### src/sv/lsq_pkg.sv
// Shared types and constants for the largest-square range query block.
// No dependencies.
package lsq_pkg;

  localparam int MAX_ROWS_DEF = 256;
  localparam int MAX_COLS_DEF = 256;

  localparam int VAL_W  = 32;  // matrix entry and bound width
  localparam int CFG_W  = 9;   // rows_in_use / cols_in_use width
  localparam int SIDE_W = 9;   // result width
  localparam int IDX_W  = 10;  // search bounds, holds sums of two 9-bit indices

  typedef enum logic {
    CMD_LOAD  = 1'b0,
    CMD_QUERY = 1'b1
  } cmd_t;

  typedef struct packed {
    logic signed [VAL_W-1:0] lo;
    logic signed [VAL_W-1:0] hi;
    logic [IDX_W-1:0]        n;
    logic [IDX_W-1:0]        m;
  } query_req_t;

  typedef struct packed {
    logic              valid;
    logic [SIDE_W-1:0] side;
  } lsq_res_t;

endpackage

### src/sv/lsq_ctrl.sv
// Query sequencer: per row a column bisection, an entry check and a diagonal
// bisection, all through one compare unit and one midpoint adder. Uses lsq_pkg.
module lsq_ctrl #(
  parameter int ROW_W = 8,
  parameter int COL_W = 8
) (
  input  logic                      clk,
  input  logic                      rst_n,
  input  logic                      start,
  input  lsq_pkg::query_req_t       req,
  input  logic                      res_take,
  input  logic [lsq_pkg::VAL_W-1:0] rd_data,
  output logic                      idle,
  output logic                      rd_en,
  output logic [ROW_W+COL_W-1:0]    rd_addr,
  output lsq_pkg::lsq_res_t         res
);
  import lsq_pkg::*;

  typedef enum logic [5:0] {
    ST_IDLE = 6'b000001,
    ST_LOOK = 6'b000010,
    ST_CMP  = 6'b000100,
    ST_CHK  = 6'b001000,
    ST_NEXT = 6'b010000,
    ST_DONE = 6'b100000
  } lsq_state_t;

  lsq_state_t state_r, state_nxt;

  logic signed [VAL_W-1:0] lo_r, lo_nxt, hi_r, hi_nxt;
  logic [IDX_W-1:0] n_r, n_nxt, m_r, m_nxt;
  logic [IDX_W-1:0] a_r, a_nxt, b_r, b_nxt;
  logic [IDX_W-1:0] i_r, i_nxt, j_r, j_nxt;
  logic [IDX_W-1:0] best_r, best_nxt;
  logic             ph_r, ph_nxt;   // 0: column search, 1: diagonal search

  logic [IDX_W-1:0] sum, mid, row_sel, col_sel, i_inc, rows_left, cols_left;
  logic signed [VAL_W-1:0] thr;
  logic data_lt, data_gt, go_left;

  // shared bisection and compare unit
  always_comb begin
    sum       = a_r + b_r;
    mid       = sum >> 1;
    row_sel   = i_r + (ph_r ? mid : '0);
    col_sel   = (ph_r ? j_r : '0) + mid;
    thr       = (state_r == ST_CMP && !ph_r) ? lo_r : hi_r;
    data_lt   = $signed(rd_data) < thr;
    data_gt   = $signed(rd_data) > thr;
    go_left   = ph_r ? data_gt : !data_lt;
    i_inc     = i_r + IDX_W'(1);
    rows_left = n_r - i_r;
    cols_left = m_r - j_r;
  end

  assign rd_en   = (state_r == ST_LOOK);
  assign rd_addr = {ROW_W'(row_sel), COL_W'(col_sel)};
  assign idle    = (state_r == ST_IDLE);
  assign res.valid = (state_r == ST_DONE);
  assign res.side  = best_r[SIDE_W-1:0];

  always_comb begin
    state_nxt = state_r;
    lo_nxt    = lo_r;
    hi_nxt    = hi_r;
    n_nxt     = n_r;
    m_nxt     = m_r;
    a_nxt     = a_r;
    b_nxt     = b_r;
    i_nxt     = i_r;
    j_nxt     = j_r;
    best_nxt  = best_r;
    ph_nxt    = ph_r;
    case (state_r)
      ST_IDLE: begin
        if (start) begin
          lo_nxt   = req.lo;
          hi_nxt   = req.hi;
          n_nxt    = req.n;
          m_nxt    = req.m;
          a_nxt    = '0;
          b_nxt    = req.m;
          i_nxt    = '0;
          best_nxt = '0;
          ph_nxt   = 1'b0;
          state_nxt = (req.n == '0 || req.m == '0) ? ST_DONE : ST_LOOK;
        end
      end
      ST_LOOK: begin
        if (a_r != b_r) begin
          state_nxt = ST_CMP;
        end else if (!ph_r) begin
          // read at (i, a) is already in flight since mid equals a
          if (a_r >= m_r) begin
            state_nxt = ST_NEXT;
          end else begin
            j_nxt     = a_r;
            state_nxt = ST_CHK;
          end
        end else begin
          if (a_r > best_r) begin
            best_nxt = a_r;
          end
          state_nxt = ST_NEXT;
        end
      end
      ST_CMP: begin
        if (go_left) begin
          b_nxt = mid;
        end else begin
          a_nxt = mid + IDX_W'(1);
        end
        state_nxt = ST_LOOK;
      end
      ST_CHK: begin
        if (data_gt) begin
          state_nxt = ST_NEXT;
        end else begin
          a_nxt     = '0;
          b_nxt     = (rows_left < cols_left) ? rows_left : cols_left;
          ph_nxt    = 1'b1;
          state_nxt = ST_LOOK;
        end
      end
      ST_NEXT: begin
        i_nxt     = i_inc;
        a_nxt     = '0;
        b_nxt     = m_r;
        ph_nxt    = 1'b0;
        state_nxt = (i_inc == n_r) ? ST_DONE : ST_LOOK;
      end
      ST_DONE: begin
        // hold the result until the output register frees up
        if (res_take) begin
          state_nxt = ST_IDLE;
        end
      end
      default: begin
        state_nxt = ST_IDLE;
      end
    endcase
  end

  always_ff @(posedge clk) begin
    if (!rst_n) begin
      state_r <= ST_IDLE;
    end else begin
      state_r <= state_nxt;
    end
  end

  always_ff @(posedge clk) begin
    lo_r   <= lo_nxt;
    hi_r   <= hi_nxt;
    n_r    <= n_nxt;
    m_r    <= m_nxt;
    a_r    <= a_nxt;
    b_r    <= b_nxt;
    i_r    <= i_nxt;
    j_r    <= j_nxt;
    best_r <= best_nxt;
    ph_r   <= ph_nxt;
  end

endmodule

### config.mk
export PLATFORM = sky130hd
export DESIGN_NAME = lsq_ctrl
export DESIGN_NICKNAME = d
export VERILOG_FILES = /design/src/sv/lsq_pkg.sv /design/src/sv/lsq_ctrl.sv
export SDC_FILE = /design/constraint.sdc
export NUM_CORES = 1
export LEC_CHECK = 0
export BUFFER_PORTS_ARGS = -buffer_cell sky130_fd_sc_hd__clkbuf_2
export CAP_MARGIN = 20
export CORE_UTILIZATION = 55
export DETAILED_ROUTE_END_ITERATION = 10
export PLACE_DENSITY_LB_ADDON = 0.3
export SLEW_MARGIN = 25
export SYNTH_ARGS = -nofsm -noshare
export SYNTH_HDL_FRONTEND = slang
export SYNTH_SLANG_ARGS = --single-unit
### constraint.sdc
create_clock -name clk -period 5 [get_ports clk]
set_input_delay 0.75 -clock clk [delete_from_list [all_inputs] [get_ports clk]]
set_output_delay 0.75 -clock clk [all_outputs]
set_load 0.1 [all_outputs]
==> impl_metrics.env, run 1 <==
export IMPL_fin_area_um2=10560
export IMPL_synthCells=804
export IMPL_htree_num_levels=4
export IMPL_io_pins=148
export IMPL_path_cells="ha_1, fa_1, a21oi_1, o21ai_0, a21oi_1, xnor2_1, and2_1, ha_1, or2_2, a21oi_1, a21oi_1, xnor2_1, xnor2_2, buf_4"
export IMPL_avgRoutedWirePerCell_um=17.96
export IMPL_ys_ff_latch=141
export IMPL_clkLatencyLatePin_ns=0.42
export IMPL_root_buffer="clkbuf_16"
export IMPL_dp_hpwl_mm=16.63
export IMPL_port_buffers=147
export IMPL_ys_flop_type="edfxtp_1"
export IMPL_register_area_um2=4174
export IMPL_setup_violations_final=0
export IMPL_drive_above_1_share_pct=21.27
export IMPL_antennaDiodeCount=0
export IMPL_drt_first_pass_iters=8
export IMPL_dieHeight_um=129.6
export IMPL_antenna_found_initial=0
export IMPL_cts_tree="built"
export IMPL_hold_path_class="flop to flop"
export IMPL_reg2reg_from="i_r[0]"
export IMPL_syn_avg_cell_area_um2=11.14
export IMPL_critPathMostFrequentCell="a21oi_1"
export IMPL_gr_usage_all_layers_pct=26.68
export IMPL_crit_buf_inv=1
export IMPL_tightestPinTransition_ns=0.9892
export IMPL_worstPathArrival_ns=3.97
export IMPL_finalCriticalPeriod_ns=4.720
export IMPL_ys_types=63
export IMPL_antenna_left=0
export IMPL_die_area_um2=16800
export IMPL_hp_start="a_r[0]"
export IMPL_critical_path_endpoint_type="output port"
export IMPL_coreArea_um2=15890
export IMPL_finalHoldViolCount=0
export IMPL_place_congestion=0.9239
export IMPL_clock_sinks=141
export IMPL_drt_total_wl_mm=21.36
export IMPL_rows=46
export IMPL_syn_cell_area_um2=8957
export IMPL_viasPerCell=5.701
export IMPL_grt_pass1_wl_mm=33.33
export IMPL_critPathLaunchType="flop"
export IMPL_relSlewSlack_pct=33.70
export IMPL_cp_top_family="adder cells"
export IMPL_nFillCells=1234
export IMPL_r2r_slack_ns=0.72
export IMPL_clock_path_buffers=2
export IMPL_timing_fmax_ghz=0.2119
export IMPL_synth_nets=1033
export IMPL_cp_slowest_cell="fa_1"
export IMPL_yosysWarningCount=0
export IMPL_grt_max_degree=62
export IMPL_path_max_fanout=5
export IMPL_instances_no_fill=1189
export IMPL_async_flop_share_pct=0
export IMPL_cts_buffers=17
export IMPL_status="finished, final reports clean"
export IMPL_multi_input_area_um2=4472
export IMPL_gr_total_overflow=0
export IMPL_cp_data_required_time_ns=4.25
export IMPL_via_count=6778
export IMPL_fin_skew_ns=0.006600
export IMPL_route_detailed_drc=0
export IMPL_cp_slowest_stage_delay_ns=0.42
export IMPL_placedInstanceArea_um2=9967
export IMPL_hold_buffers=0
export IMPL_crit_path_start="a_r[0]"
export IMPL_synth_seq_area_share_pct=46.60
export IMPL_placed_cells=1158
export IMPL_synthToLayoutAreaGrowth_pct=17.94
export IMPL_start_util_pct=56.39
export IMPL_nets=1190
export IMPL_worstSetupPathType="flop to output port"
export IMPL_synth_edf_count=135
export IMPL_finalCritPeriodShare_pct=94.39
export IMPL_path_clk_slew_ns=0.06
export IMPL_drtIter0Drc=582
export IMPL_die_w_um=129.6
export IMPL_max_cap_violations=0
export IMPL_drv_slew=0
export IMPL_grt_pass1_vias=6766
state kept, by name, summed over array words and instances (netlist names):
name	flops
ph_r	1
hi_r	32
a_r	10
m_r	10
b_r	10
j_r	10
state_r	6
lo_r	32
n_r	10
best_r	10
i_r	10
cells by family after synthesis:
group | share of synthesized area (%)
compound gates | 11.50
xor+xnor | 5.671
fa+ha+maj | 15.64
buf+inv | 3.939
flops | 46.60
mux | 3.925
simple gates | 12.73
Yosys cell counts (all sizes together) (6+ instances only):
cell | number | area [um2]
edfxtp | 135 | 4054
ha | 104 | 1301
nor2 | 62 | 235.2
inv | 61 | 229.0
a21oi | 49 | 245.2
nand2 | 42 | 157.7
mux2i | 34 | 340.3
xnor2 | 30 | 262.8
o21ai | 29 | 145.1
xor2 | 28 | 245.2
and2 | 26 | 162.7
a21o | 14 | 105.1
nor2b | 14 | 87.58
nor3 | 13 | 70.07
nor4 | 13 | 81.33
nand3 | 12 | 65.06
clkbuf | 11 | 41.29
nand4 | 11 | 75.07
buf | 10 | 78.82
a211oi | 8 | 60.06
a222oi | 8 | 80.08
o21a | 8 | 60.06
dfxtp | 6 | 120.1
or4 | 6 | 45.04
worst paths after layout:
| check | end | cells past startpoint |
|---|---|---|
| hold reg to reg | j_r[0] | 0 |
| hold / removal | j_r[0] | 0 |
| setup reg to reg | b_r[8] | 15 |
| setup / recovery | rd_addr[15] | 14 |
placed cells by master, fill, tap and decap left out, types with 6 or more instances in the layout:
master     instances
or4_1              6
a21o_1            14
inv_1             58
ha_1             104
clkbuf_16         17
a211oi_1           8
and2_1            26
nor2b_1           14
nand4_1           10
o21ai_0           29
nor2_1            59
a21oi_1           48
buf_4             12
xnor2_1           28
clkbuf_2         145
mux2i_1           34
nor4_1            13
a222oi_1           8
edfxtp_1         135
nand3_1           11
dfxtp_1            6
nand2_1           42
nor3_1            11
o21a_1             8
xor2_1            27
metal layers:
metal / GRT usage [%] / vias up / part of all wire [%]
met5: 0 / - / 0
met2: 45.08 / 293 / 47
met3: 6.854 / 42 / 7.2
li1: - / 3289 / -
met1: 33.16 / 3154 / 43
met4: 9.302 / 0 / 2.5
repair_timing:
action / CTS / global route
endpoints found under the setup margin: 0 / 3
setup buffers: 0 / 0
gates resized for setup: 0 / 7
through the flow:
stage / setup WS [ns] / util [%] / hold WS (ns) / TNS, ns
2_1_floorplan: 0.07753 / - / 0.4570 / 0
3_3_place_gp: 0.6204 / 62.74 / 0.4654 / 0
3_5_place_dp: 0.5408 / 62.74 / 0.4886 / 0
4_1_cts: 0.02457 / 66.34 / 0.4910 / 0
5_1_grt: -0.01634 / 66.50 / 0.4779 / -0.02228
6_report: 0.2804 / 66.50 / 0.4987 / 0
cell type report:
cell class	count	area share [%]
Multi-Input combinational cell	580	42.33
Sequential cell	141	39.51
Timing Repair Buffer	159	7.959
Clock buffer	19	4.098
Tap cell	216	2.558
Inverter	62	2.227
Clock inverter	12	1.315
Power of run 1 is not shown: default switching activity piles up to over one toggle a cycle in this logic, so the estimate is an artifact.
==> inputs of run 2 (changes only) <==
- ABC_AREA: not set -> 1
- CORE_UTILIZATION: 55 -> 40
- clock period: 5 -> 4.8 ns (I/O delays scaled with it)
==> impl_metrics.env, run 2 <==
export IMPL_status="finished, final reports clean"
export IMPL_critical_path_endpoint_type="output port"
export IMPL_p_comb_share_pct=53.5
export IMPL_ys_flop_type="edfxtp_1"
export IMPL_drive_above_1_share_pct=18.62
export IMPL_grt_max_degree=35
export IMPL_cts_buffers=17
export IMPL_syn_cell_area_um2=9434
export IMPL_finalCriticalPeriod_ns=4.498
export IMPL_setup_violations_final=0
export IMPL_final_util_pct=48.73
export IMPL_critPathMostFrequentCell="nand2_1"
export IMPL_synth_edf_count=135
export IMPL_die_area_um2=24200
export IMPL_p_clk_share_pct=20.3
export IMPL_nets=1392
export IMPL_total_power_mw=6.569
export IMPL_netSwitchingFraction_pct=51.10
export IMPL_dr_wl_met2_mm=10.77
export IMPL_async_flop_share_pct=0
export IMPL_crit_buf_inv=3
export IMPL_antenna_found_initial=1
export IMPL_finalHoldViolCount=0
export IMPL_tightestPinTransition_ns=0.9536
export IMPL_clock_sinks=141
export IMPL_rsz0062_at_grt="no"
export IMPL_p_sw_mw=3.356
export IMPL_power_leakage_nw=5.342
export IMPL_syn_avg_cell_area_um2=9.396
export IMPL_gr_total_overflow=0
export IMPL_synth_area_leaders="edfxtp_1 (43%), ha_1 (14%), nand2_1 (7.8%), inv_1 (5.6%), a21oi_1 (3.5%)"
export IMPL_route_detailed_drc=0
export IMPL_path_cells="ha_2, fa_1, nand3_1, nand3_1, nand2_1, nand2_1, nand2_1, nand3_1, nand2_4, inv_2, ha_1, nand2_1, inv_1, nand4_1, o211ai_1, xor2_1, xor2_1, buf_6"
export IMPL_port_buffers=147
export IMPL_clock_path_buffers=2
export IMPL_coreArea_um2=22920
export IMPL_p_seq_share_pct=26.2
export IMPL_viasPerCell=4.948
export IMPL_final_setup_tns_ns=0
export IMPL_path_max_fanout=5
export IMPL_drt_total_wl_mm=23.37
export IMPL_top_layer="met4"
export IMPL_avgRoutedWirePerCell_um=15.68
export IMPL_critPathLaunchType="flop"
export IMPL_whs_endpoint="hi_r[19]"
export IMPL_die_w_um=155.6
export IMPL_via_count=7372
export IMPL_reg2reg_from="i_r[0]"
export IMPL_root_buffer="clkbuf_16"
export IMPL_placed_cells=1457
export IMPL_worstSetupPathType="flop to output port"
export IMPL_clkLatencyLatePin_ns=0.43
export IMPL_finalCritPeriodShare_pct=93.71
export IMPL_gr_usage_all_layers_pct=20.24
export IMPL_yosysMostFrequentCell="nand2_1"
export IMPL_r2r_slack_ns=0.79
export IMPL_path_clk_slew_ns=0.06
export IMPL_place_ws_ns=0.4137
export IMPL_grt_pass1_vias=7235
export IMPL_setup_slack_ns=0.3017
export IMPL_ys_types=49
export IMPL_ys_ff_latch=141
export IMPL_cp_slowest_cell="fa_1"
export IMPL_layout_common_cells="nand2_1 (193), clkbuf_2 (145), inv_1 (140)"
export IMPL_instances_no_fill=1490
export IMPL_r2r_end="b_r[4]"
export IMPL_max_cap_violations=0
export IMPL_io_pins=148
export IMPL_drtIter0Drc=427
export IMPL_hp_start="req[39]"
export IMPL_yosys_area_top_type_share_pct=42.97
export IMPL_drt_first_pass_iters=4
export IMPL_power_density_nw_per_um2=588.2
export IMPL_route_met3_wl_mm=1.815
export IMPL_synthToLayoutAreaGrowth_pct=18.37
export IMPL_rows=55
export IMPL_antenna_left=0
export IMPL_cts_setup_buffers=0
export IMPL_timing_fmax_ghz=0.2223
export IMPL_synth_seq_area_share_pct=44.24
export IMPL_cp_data_required_time_ns=4.08
export IMPL_drt_met1_wl_mm=10.54
export IMPL_yosys_top_cells_count="nand2_1 (195), inv_1 (140), edfxtp_1 (135)"
export IMPL_place_congestion=0.8872
export IMPL_dp_hpwl_mm=18.91
export IMPL_cts_tree="built"
export IMPL_synthCells=1004
export IMPL_hold_path_class="input pin to flop"
export IMPL_cp_slowest_stage_delay_ns=0.43
export IMPL_worstPathArrival_ns=3.78
export IMPL_holdPathStages=1
export IMPL_yosysTopAreaCell="edfxtp_1"
export IMPL_dieHeight_um=155.6
export IMPL_hold_slack_ns=0.4675
export IMPL_reg2reg_depth=17
export IMPL_cp_top_family="adder cells"
export IMPL_layout_commonest_cell="nand2_1"
export IMPL_p_int_mw=3.212
export IMPL_htree_num_levels=4
export IMPL_top_regs="hi_r x32, lo_r x32"
export IMPL_placedInstanceArea_um2=10550
export IMPL_yosysWarningCount=0
export IMPL_start_util_pct=41.17
export IMPL_fin_skew_ns=0.01165
export IMPL_grt_pass1_wl_mm=37.31
export IMPL_relSlewSlack_pct=36.27
export IMPL_drv_slew=0
export IMPL_fin_area_um2=11170
export IMPL_peakVddDrop_v=0.0004706
export IMPL_synth_nets=1233
run 2: what timing repair did:
action                                  CTS  global route
endpoints found under the setup margin    1             4
pin swaps                                 0             0
hold buffers                              0             0
cloned                                    0             0
gates resized for setup                   1             8
run 2: kinds of logic after synthesis:
group	Yosys count	share of synthesized area, %
multiplexers	32	3.409
XOR/XNOR	41	4.324
AND/OR/NAND/NOR	378	17.63
flip-flops	141	44.24
adder cells (fa/ha/maj)	109	14.85
buffers and inverters	167	7.162
AO/OA/AOI/OAI	136	8.382
run 2: worst reg2reg max path, delay by kind of cell, from the launching register on:
kind / cells / cell delay (ns)
xor+xnor: 1 / 0.18
flops: 1 / 0.53
compound gates: 5 / 0.79
fa+ha+maj: 3 / 0.93
buf+inv: 2 / 0.18
simple gates: 6 / 1.09
run 2: power groups by stage:
stage	clock, mW	sequential [mW]	combinational (mW)
2_1_floorplan	0	1.71	2.86
3_3_place_gp	0	1.74	3.45
3_5_place_dp	0	1.75	3.47
4_1_cts	1.36	1.73	3.50
5_1_grt	1.41	1.75	3.83
6_report	1.34	1.72	3.51
run 2: cell type report:
cell class                      instances  area, um2
Timing Repair Buffer                  158      827.0
Fill cell                            2134      11750
Antenna cell                            1      2.502
Tap cell                              313      391.6
Clock inverter                         14      160.2
Multi-Input combinational cell        696       4623
Sequential cell                       141       4174
Inverter                              149      559.3
Clock buffer                           18      429.2
run 2: per-layer routing:
| metal | track usage [%] | up-vias |
|---|---|---|
| met2 | 33.63 | 228 |
| met5 | 0 | - |
| met4 | 4.622 | 0 |
| li1 | - | 3764 |
| met3 | 5.806 | 17 |
| met1 | 26.03 | 3363 |
run 2: worst max-delay path by stage:
stage	from	end	slack, ns	cells after the start
floorplan	start	hi_r[0]	0.01	2
global placement	a_r[0]	rd_addr[7]	0.51	18
detailed placement	a_r[0]	rd_addr[7]	0.41	18
CTS	a_r[0]	rd_addr[15]	0.005	13
global route	a_r[0]	rd_addr[7]	0.008	18
finish	a_r[0]	rd_addr[7]	0.30	18
(Power assumes the default switching activity.)
==> inputs of run 3 (changes only) <==
- ABC_AREA: 1 -> 0
==> impl_metrics.env, run 3 (synthesis gave the netlist of run 1 again) <==
export IMPL_clock_path_buffers=2
export IMPL_finalCriticalPeriod_ns=4.581
export IMPL_status="finished, final reports clean"
export IMPL_grt_pass1_vias=6426
export IMPL_cp_data_required_time_ns=4.08
export IMPL_route_detailed_drc=0
export IMPL_relSlewSlack_pct=41.01
export IMPL_dp_hpwl_mm=16.94
export IMPL_clkLatencyLatePin_ns=0.43
export IMPL_root_buffer="clkbuf_16"
export IMPL_finalCritPeriodShare_pct=95.44
export IMPL_path_max_fanout=5
export IMPL_path_clk_slew_ns=0.08
export IMPL_reg2reg_depth=18
export IMPL_drt_total_wl_mm=21.34
export IMPL_antenna_left=0
export IMPL_cts_setup_buffers=0
export IMPL_via_count=6616
export IMPL_nets=1196
export IMPL_port_buffers=147
export IMPL_instances_no_fill=1261
export IMPL_r2r_end="b_r[1]"
export IMPL_dieHeight_um=151.6
export IMPL_layout_commonest_cell="clkbuf_2"
export IMPL_place_congestion=0.9340
export IMPL_avgRoutedWirePerCell_um=16.92
export IMPL_die_w_um=151.6
export IMPL_reg2reg_from="m_r[0]"
export IMPL_nFillCells=2054
export IMPL_placed_cells=1228
export IMPL_holdPathStages=1
export IMPL_rsz0062_at_grt="no"
export IMPL_drv_slew=0
export IMPL_worstSetupPathType="flop to output port"
export IMPL_critical_path_endpoint_type="output port"
export IMPL_critPathLaunchType="flop"
export IMPL_layout_common_cells="clkbuf_2 (144), edfxtp_1 (135), ha_1 (104)"
export IMPL_io_pins=148
export IMPL_gr_usage_all_layers_pct=19.37
export IMPL_rows=54
export IMPL_tightestPinTransition_ns=0.8819
export IMPL_cts_tree="built"
export IMPL_drt_first_pass_iters=6
export IMPL_fin_skew_ns=0.01349
export IMPL_top_regs="hi_r x32, lo_r x32"
export IMPL_cts_buffers=17
export IMPL_start_util_pct=40.92
export IMPL_viasPerCell=5.247
export IMPL_final_util_pct=49.30
export IMPL_drtIter0Drc=467
export IMPL_whs_endpoint="lo_r[5]"
export IMPL_coreArea_um2=21890
export IMPL_hold_path_class="input pin to flop"
export IMPL_final_setup_tns_ns=0
export IMPL_hp_start="req[57]"
export IMPL_finalHoldViolCount=0
export IMPL_grt_max_degree=62
export IMPL_drive_above_1_share_pct=22.65
export IMPL_grt_pass1_wl_mm=33.20
export IMPL_die_area_um2=23000
export IMPL_clock_sinks=141
export IMPL_max_cap_violations=0
export IMPL_timing_fmax_ghz=0.2183
export IMPL_synthToLayoutAreaGrowth_pct=20.49
export IMPL_htree_num_levels=4
export IMPL_antenna_found_initial=1
export IMPL_gr_total_overflow=0
export IMPL_hold_buffers=0
export IMPL_r2r_slack_ns=0.54
export IMPL_worstPathArrival_ns=3.86
export IMPL_setup_violations_final=0
==> run 3: cell count changes in the layout (fill, tap and decap cells not counted), moves of 6 or more <==
cell      previous run  this run
nand3_1             45        11
nand2_1            193        42
a21oi_1             65        47
a21o_1               2        14
xnor2_1              6        26
nor2_1              85        59
or4_1                0         6
nor2b_1              0        14
a222oi_1             0         8
buf_4               11        17
and2_1               0        26
inv_1              140        58
==> run 3: worst max-delay path, stage by stage, from the launching register on <==
cell      delay (ns)
edfxtp_1        0.42
ha_1            0.27
fa_2            0.39
a21oi_2         0.18
o21ai_1         0.13
a21oi_2         0.25
xnor2_4         0.19
and2_1          0.20
ha_1            0.27
or2_2           0.29
a21oi_1         0.15
a21oi_1         0.08
xnor2_2         0.24
xnor2_2         0.15
buf_8           0.22
==> run 3: final cells by class <==
class | instances | area (um2) | share of cell area (%)
multi-input combinational | 580 | 4513 | 41.82
sequential | 141 | 4174 | 38.67
timing repair buffer | 165 | 895.9 | 8.300
clock buffer | 17 | 425.4 | 3.942
tap | 280 | 350.3 | 3.246
inverter | 62 | 235.2 | 2.179
clock inverter | 15 | 196.4 | 1.820
antenna | 1 | 2.502 | 0.02319
==> run 3: metrics by stage <==
stage                     worst slack (ns)  hold slack, ns  area, um2
after global placement              0.3808          0.4984      10100
after CTS                          0.01894          0.4480      10760
after floorplan                    0.07603          0.4570       8972
after detailed placement            0.3506          0.4870      10100
final                               0.2189          0.4603      10790
after global routing              0.001430          0.4416      10790
==> run 3: layer usage <==
layer	track usage, %	vias to the layer above	share of wire, %
met3	4.521	24	6.7
met5	0	-	0
met2	31.48	211	47
li1	-	3312	-
met1	25.25	3069	45
met4	6.535	0	1.6
==> run 3: worst max-delay path by stage <==
stage | startpoint | to | slack, ns
5_1_grt | a_r[0] | rd_addr[15] | 0.001
6_report | a_r[0] | rd_addr[15] | 0.22
2_1_floorplan | a_r[0] | rd_addr[14] | 0.08
4_1_cts | a_r[0] | rd_addr[7] | 0.02
3_5_place_dp | a_r[0] | rd_addr[15] | 0.35
3_3_place_gp | a_r[0] | rd_addr[15] | 0.38
==> run 3: repair_timing <==
item | CTS | global route
resized for setup | 5 | 11
pin swaps | 0 | 2
endpoints found under the setup margin | 3 | 3
Power of run 3 is left out for the same reason.
